`src/rtl/core/bmst_pkg.sv`:
```
// Package for the bounded multiset table.
// Holds the request codes, controller states and cell control type.
// No dependencies.
package bmst_pkg;

    localparam int CAPACITY_DEF = 128;
    localparam int KEY_W        = 32;
    localparam int COUNT_OUT_W  = 8;
    localparam int REQ_W        = 2;

    typedef enum logic [REQ_W-1:0] {
        REQ_INSERT = 2'd0,
        REQ_DELETE = 2'd1,
        REQ_LOOKUP = 2'd2
    } req_type_t;

    typedef enum logic {
        ST_IDLE   = 1'b0,
        ST_UPDATE = 1'b1
    } state_t;

    typedef struct packed {
        logic write_en;
        logic shift_en;
    } cell_ctrl_t;

endpackage

```
`src/rtl/core/bmst_cell.sv`:
```
// One storage cell of the bounded multiset table chain.
// Holds one entry, compares it with the request key and takes its upper neighbour's entry on a shift.
// Depends on bmst_pkg.
module bmst_cell #(
    parameter int IDX   = 0,
    parameter int CNT_W = 8
) (
    input  logic                            clk,
    input  logic [CNT_W-1:0]                count,
    input  logic [bmst_pkg::KEY_W-1:0]      cmp_key,
    input  logic [bmst_pkg::KEY_W-1:0]      wr_key,
    input  logic [bmst_pkg::KEY_W-1:0]      nbr_entry,
    input  bmst_pkg::cell_ctrl_t            ctrl,
    output logic [bmst_pkg::KEY_W-1:0]      entry,
    output logic                            match
);

    logic [bmst_pkg::KEY_W-1:0] entry_reg;
    logic [bmst_pkg::KEY_W-1:0] entry_next;
    logic                       active;

    assign active = CNT_W'(IDX) < count;
    assign match  = active && (entry_reg == cmp_key);
    assign entry  = entry_reg;

    always_comb
    begin
        entry_next = entry_reg;
        if (ctrl.write_en)
        begin
            entry_next = wr_key;
        end
        else if (ctrl.shift_en)
        begin
            entry_next = nbr_entry;
        end
    end

    always_ff @(posedge clk)
    begin
        entry_reg <= entry_next;
    end

endmodule

```
`config.mk`:
```
export PLATFORM = sky130hd
export DESIGN_NAME = bmst_cell
export DESIGN_NICKNAME = d
export VERILOG_FILES = /design/src/rtl/core/bmst_pkg.sv /design/src/rtl/core/bmst_cell.sv
export SDC_FILE = /design/constraint.sdc
export NUM_CORES = 1
export LEC_CHECK = 0
export ABC_AREA = 1
export BUFFER_PORTS_ARGS = -buffer_cell sky130_fd_sc_hd__clkbuf_2
export CORE_MARGIN = 5
export CORE_UTILIZATION = 40
export DETAILED_ROUTE_END_ITERATION = 7
export GPL_TIMING_DRIVEN = 0
export PLACE_DENSITY_LB_ADDON = 0.08
export RECOVER_POWER = 100
export SYNTH_ARGS = -nofsm -noshare
export SYNTH_HDL_FRONTEND = slang
export SYNTH_SLANG_ARGS = --single-unit
```
`constraint.sdc`:
```
create_clock -name clk -period 3.45 [get_ports clk]
set_input_delay 0.5175 -clock clk [delete_from_list [all_inputs] [get_ports clk]]
set_output_delay 0.5175 -clock clk [all_outputs]
set_load 0.01 [all_outputs]
```
==> impl_results.md, run 1 <==
* Post-Synth Simple-Gate Area at 35.55%
* Min-Delay Path Class: input pin to flip-flop
* Tot Pwr at 1.025 mW
* Most common cell in the synthesized netlist: nand2_1
* Final hold vios at 0
* Synth top cells by count: nand2_1, inv_1, edfxtp_1
* Antenna cell count at 0
* Kind of critical path: flip-flop to output pin
* Final Net Count at 528
* Post_cts resized at 0
* Number of global-route vias before repair at 2112
* Post-DRT Antenna Nets at 0
* Worst Path Buf+Inv at 1
* Area of the multi-input gates at 825.8 µm²
* Root buf cell: clkbuf_8
* 1st-pass router iterations at 4
* Mux contribution to synthesized area at 0%
* Die Area at 6391 µm²
* Tcrit/Tclk final at 59.60%
* Dpl hpwl at 4569 µm
* Status: finished, final reports clean
* Initial core utilization at 41.43%
* Largest net degree at the start of global routing at 33
* Critical Path End Type: output pin
* Post-synthesis xor/xnor area fraction at 5.371%
* Tmin final at 2056 ps
* CP max stage delay at 440 ps
* TritonCTS clock tree: built
* Vias per cell at 4.236
* Area grow syn2layout at 41.11%
* Main combinational cell family by area after synthesis: simple AND/OR/NAND/NOR gates
* Power Dens Cells at 371.1 nW/µm²
* Syn. warnings at 0
* Fraction of layout cells with a size suffix above 1 at 27.08%
* FFs w/ async S/R, synth at 0%
* Antenna violations before repair at 0
* Worst rel slew slack at 48.70%
* Main synth FF type: edfxtp_1
* H-tree depth at 2
* First-pass GRT wire length at 8956 µm
* Critical path peak fanout at 3
* Clk slew on worst S/H paths at 70 ps
* Compound-Gate Fraction of Synth Area at 1.279%
* Fin. max-slew vios at 0
* Iter 0 DRT Violations at 63
* Final setup violating endpoints at 0
* Sequential fraction of the synthesis area at 49.10%
* RSZ-0062 raised after global routing: false
* Area contributors post-synth: edfxtp_1, nand2_1, inv_1
* Post-route DRC at 0
* Max Cap Viol at 0
* Synth top area share at 49.10%
* Die Span Y at 79.95 µm
* CP Launch Type: flip-flop
* Syn_area_per_cell at 7.090 µm²
* Setup TNS at 0 ps
* Post-synthesis cell area at 1957 µm²
* Clock sink count at 32
* Cell Chain, Critical Path: nand2_1, nand2_1, nor2_1, nand2_1, nor2_1, nand3_1, nor2_1, clkbuf_1
* Mapped Cells at 276
* Placer Congestion at 0.8380
* Req. time, crit path at 2930 ps
* CTS max path bufs at 2
* Post-CTS Hold Fix Bufs at 0
* CP arrival at 1540 ps
* Seq cells post-synth at 32
* Wirelength per Cell at 11.34 µm
* Core area at 4723 µm²
* # fillers at 500
* Die Wd at 79.95 µm
* Post-Synth Adder-Cell Area at 0%
* Global Route Usage Sum at 17.99%
* Number of setup buffers added after CTS at 0
* Reg area at 960.9 µm²
* Largest register FFs at 32
* Routed vias at 2067
* Pleak at 1.561 nW
* Max Freq at 486.3 MHz
* Port bufs at 138
* Slowest cell on crit path: edfxtp_1
* Drt total wl at 5533 µm
* Post-synthesis net count at 383
* Grt total ovfl at 0
* CTS buffer count at 5
* Largest area contributor in the netlist: edfxtp_1
* Post-synth EDFFs at 32
* Worst-Margin Slew at 769.6 ps
* Peak VDD IR at 258.4 µV
* Crit path max-delay family: simple AND/OR/NAND/NOR gates
* Synth cell types at 11
* IO Pins at 140
* Row count at 25
stage by stage:
stage / cell area, µm² / std cells / utilization (%) / hold WS (ps) / setup WS [ps]
floorplan: 1957 / 276 / - / 696.1 / 1844
global route: 2761 / 488 / 58.46 / 492.0 / 1200
finish: 2761 / 488 / 58.46 / 500.2 / 1394
global placement: 2731 / 481 / 57.83 / 779.8 / 1524
detailed placement: 2731 / 481 / 57.83 / 785.6 / 1521
CTS: 2809 / 488 / 59.47 / 488.5 / 1388
worst min-delay path, cell delays in order:
cell and delay, ps:
clkbuf_2 70, nand2_1 40, nand2_1 40
logic make-up after synthesis:
| logic type | Yosys count |
|---|---|
| AND/OR/NAND/NOR | 184 |
| buffers and inverters | 43 |
| flip-flops | 32 |
| XOR/XNOR | 12 |
| AO/OA/AOI/OAI | 5 |
placed cells by master, fill, tap and decap left out:
cell and n:
buf_2 2, clkbuf_1 39, clkbuf_2 105, clkbuf_8 5, clkinv_2 1, edfxtp_1 32, inv_1 36, nand2_1 159
nand3_1 2, nor2_1 22, o21ai_0 1, o21ai_1 4, or2_2 1, xnor2_1 12
routing by layer:
| layer | global-route usage [%] | share of wire, % | up-vias |
|---|---|---|---|
| met5 | 0 | 0 | - |
| met4 | 3.378 | 0.43 | 0 |
| met3 | 7.788 | 11 | 2 |
| met2 | 31.95 | 49 | 82 |
| met1 | 19.97 | 40 | 864 |
| li1 | - | - | 1119 |
worst paths after layout:
kind / startpoint / end / slack, ps / depth (start not counted)
setup / recovery: entry[21] / match / 1390 / 8
hold / removal: nbr_entry[9] / entry[9] / 500 / 3
where the power goes:
| group | switching (mW) | internal (mW) |
|---|---|---|
| registers | 0.0307 | 0.480 |
| clock network | 0.134 | 0.137 |
| logic | 0.131 | 0.111 |
final cells by class:
cell class	instances	share of cell area, %
tap	67	3.036
multi-input combinational	201	29.90
timing repair buffer	138	23.52
sequential	32	34.80
buffer	7	1.042
clock inverter	1	0.1812
clock buffer	6	2.628
inverter	36	4.894
No activity file was read; power rests on OpenSTA's default activity.
==> run 2: changes to the inputs <==
--- a/config.mk
+++ b/config.mk
@@ -8,7 +8,7 @@
 export ABC_AREA = 1
 export BUFFER_PORTS_ARGS = -buffer_cell sky130_fd_sc_hd__clkbuf_2
 export CORE_MARGIN = 5
-export CORE_UTILIZATION = 40
+export CORE_UTILIZATION = 37
 export DETAILED_ROUTE_END_ITERATION = 7
 export GPL_TIMING_DRIVEN = 0
 export PLACE_DENSITY_LB_ADDON = 0.08
==> constraint.sdc (replaced) <==
create_clock -name clk -period 1.8 [get_ports clk]
set_input_delay 0.27 -clock clk [delete_from_list [all_inputs] [get_ports clk]]
set_output_delay 0.27 -clock clk [all_outputs]
set_load 0.01 [all_outputs]
==> run 2 against run 1 <==
Worst hold slack worse by 250 ps. Worst setup slack worse by 1300 ps. Clock-buffer cell count is 1 lower. Total power is 92% higher. Global-route usage is 1.6 points lower. Final cell count is 1.0% higher.
==> impl_results.md, run 2 (same netlist as run 1, synthesis figures left out) <==
* Final hold vios at 0 (unchanged)
* First-pass GRT wire length at 8293 µm (-7.4%)
* Met3 wire len at 570 µm (-2.1%)
* Placer Congestion at 0.7432 (-11%)
* Port bufs at 138 (unchanged)
* Dpl hpwl at 4541 µm (-0.63%)
* Worst rel slew slack at 48.78% (+0.086 points)
* Post-DRT Antenna Nets at 0 (unchanged)
* Slowest cell on crit path: edfxtp_1
* Wirelength per Cell at 11.35 µm (+0.11%)
* Post-route DRC at 0 (unchanged)
* Reg area at 960.9 µm² (unchanged)
* Max Freq at 581.8 MHz
* Clock sink count at 32 (unchanged)
* Vias per cell at 4.170 (-1.5%)
* CP Launch Type: flip-flop
* CP startpoint: entry[21]
* DRT met1 WL at 2185 µm (-2.4%)
* Critical hold path startpoint: nbr_entry[27]
* Largest net degree at the start of global routing at 33 (unchanged)
* Row count at 26 (+4.0%)
* CP arrival at 1450 ps (-90 ps)
* CTS buffer count at 5 (unchanged)
* Final Net Count at 530 (+0.38%)
* H-tree depth at 2 (unchanged)
* Commonest non-fill, non-tap cell in the layout: nand2_1
* Tmin final at 1719 ps
* TritonCTS clock tree: built
* Critical Path Most Common Cell: nand2_1
* Setup TNS at 0 ps (unchanged)
* Final setup violating endpoints at 0 (unchanged)
* Fin. max-slew vios at 0 (unchanged)
* Area of the multi-input gates at 835.8 µm² (+1.2%)
* Commonest non-fill, non-tap cells in the layout: nand2_1, clkbuf_2, inv_1, clkbuf_1, edfxtp_1
* IO Pins at 140 (unchanged)
* Grt total ovfl at 0 (unchanged)
* Max Cap Viol at 0 (unchanged)
* Area grow syn2layout at 42.77%
* Area after DPL at 2735 µm² (+0.14%)
* Power Dens Cells at 703.4 nW/µm² (+90%)
* Largest register FFs at 32 (unchanged)
* Fraction of layout cells with a size suffix above 1 at 28.84% (+1.8 points)
* Global Route Usage Sum at 16.35% (-1.6 points)
* # fillers at 539 (+7.8%)
* Clk slew on worst S/H paths at 70 ps (about the same)
* Fin util at 54.70% (-3.8 points)
* Hold WS at 247.0 ps (-253.1 ps)
* Crit path max-delay family: simple AND/OR/NAND/NOR gates
* Antenna cell count at 0 (unchanged)
* Routed vias at 2056 (-0.53%)
* Kind of critical path: flip-flop to output pin
* Root buf cell: clkbuf_8
* Req. time, crit path at 1530 ps (-1400 ps)
* Antenna violations before repair at 0 (unchanged)
* CP max stage delay at 400 ps (-40 ps)
* Die Wd at 82.73 µm (+3.5%)
* Met2 wire length at 2764 µm (+2.9%)
* Critical Path End Type: output pin
* Drt total wl at 5596 µm (+1.1%)
* Die Span Y at 82.73 µm (+3.5%)
* Die Area at 6843 µm² (+7.1%)
* Initial core utilization at 38.31% (-3.1 points)
* Cell Chain, Critical Path: inv_1, nand2_1, nand2_1, nor2_1, nand2_1, nor2_2, nand3_2, nor2_1, buf_2
* Core area at 5107 µm² (+8.1%)
* Number of global-route vias before repair at 1911 (-9.5%)
* Post-CTS Hold Fix Bufs at 0 (unchanged)
* RSZ-0062 raised after global routing: true
* 1st-pass router iterations at 5 (+1)
* CTS max path bufs at 2 (unchanged)
* Worst Path Buf+Inv at 2 (+1)
* Pleak at 1.580 nW (+1.2%)
* Top sig layer: met4
* Min-Delay Path Class: input pin to flip-flop
* Tcrit/Tclk final at 95.48%
* Peak VDD IR at 374.3 µV (+45%)
* Worst-Margin Slew at 768.3 ps (-1.283 ps)
* Final instance area at 2794 µm² (+1.2%)
* Status: finished, final reports clean
* Critical path peak fanout at 3 (unchanged)
* Iter 0 DRT Violations at 57 (-9.5%)
## run 2: through the flow
| step | total power [mW] | setup slack [ps] | std cells |
|---|---|---|---|
| final | 1.965 | 81.33 | 493 |
| after global routing | 2.099 | -122.9 | 493 |
| after CTS | 2.008 | 2.871 | 491 |
| after detailed placement | 1.489 | 281.9 | 484 |
| after global placement | 1.479 | 288.0 | 484 |
| after floorplan | 1.239 | 502.4 | 276 |
## run 2: what timing repair did
item,CTS,global route
resized for setup,1,3
setup endpoints to repair,1,1
buffers inserted,0,2
pin swaps,0,8
## run 2: worst paths after layout
check / end / slack, ps / cells after the start
max: match / 80 / 9
min: entry[27] / 250 / 3
## run 2: where the power goes
| group | switching, mW | internal, mW | total [mW] |
|---|---|---|---|
| Combinational | 0.253 | 0.222 | 0.475 |
| Clock | 0.258 | 0.255 | 0.513 |
| Sequential | 0.0562 | 0.921 | 0.977 |
| Total | 0.568 | 1.40 | 1.97 |
## run 2: tightest hold or removal path, cell delays in order
cell and delay (ps):
clkbuf_2 70, nand2_1 40, nand2_1 40
## run 2: layout make-up
| class | instances | share of cell area (%) |
|---|---|---|
| clock inverters | 2 | 0.2687 |
| clock buffers | 5 | 2.463 |
| flip-flops and latches | 32 | 34.39 |
| plain buffers | 7 | 1.030 |
| repair buffers | 140 | 23.96 |
| well taps | 70 | 3.135 |
| multi-input cells | 201 | 29.91 |
| inverters | 36 | 4.837 |
## run 2: layer usage
| layer | vias up | track usage (%) |
|---|---|---|
| li1 | 1120 | - |
| met1 | 848 | 18.41 |
| met2 | 81 | 29.33 |
| met3 | 7 | 4.555 |
| met4 | 0 | 5.882 |
| met5 | - | 0 |
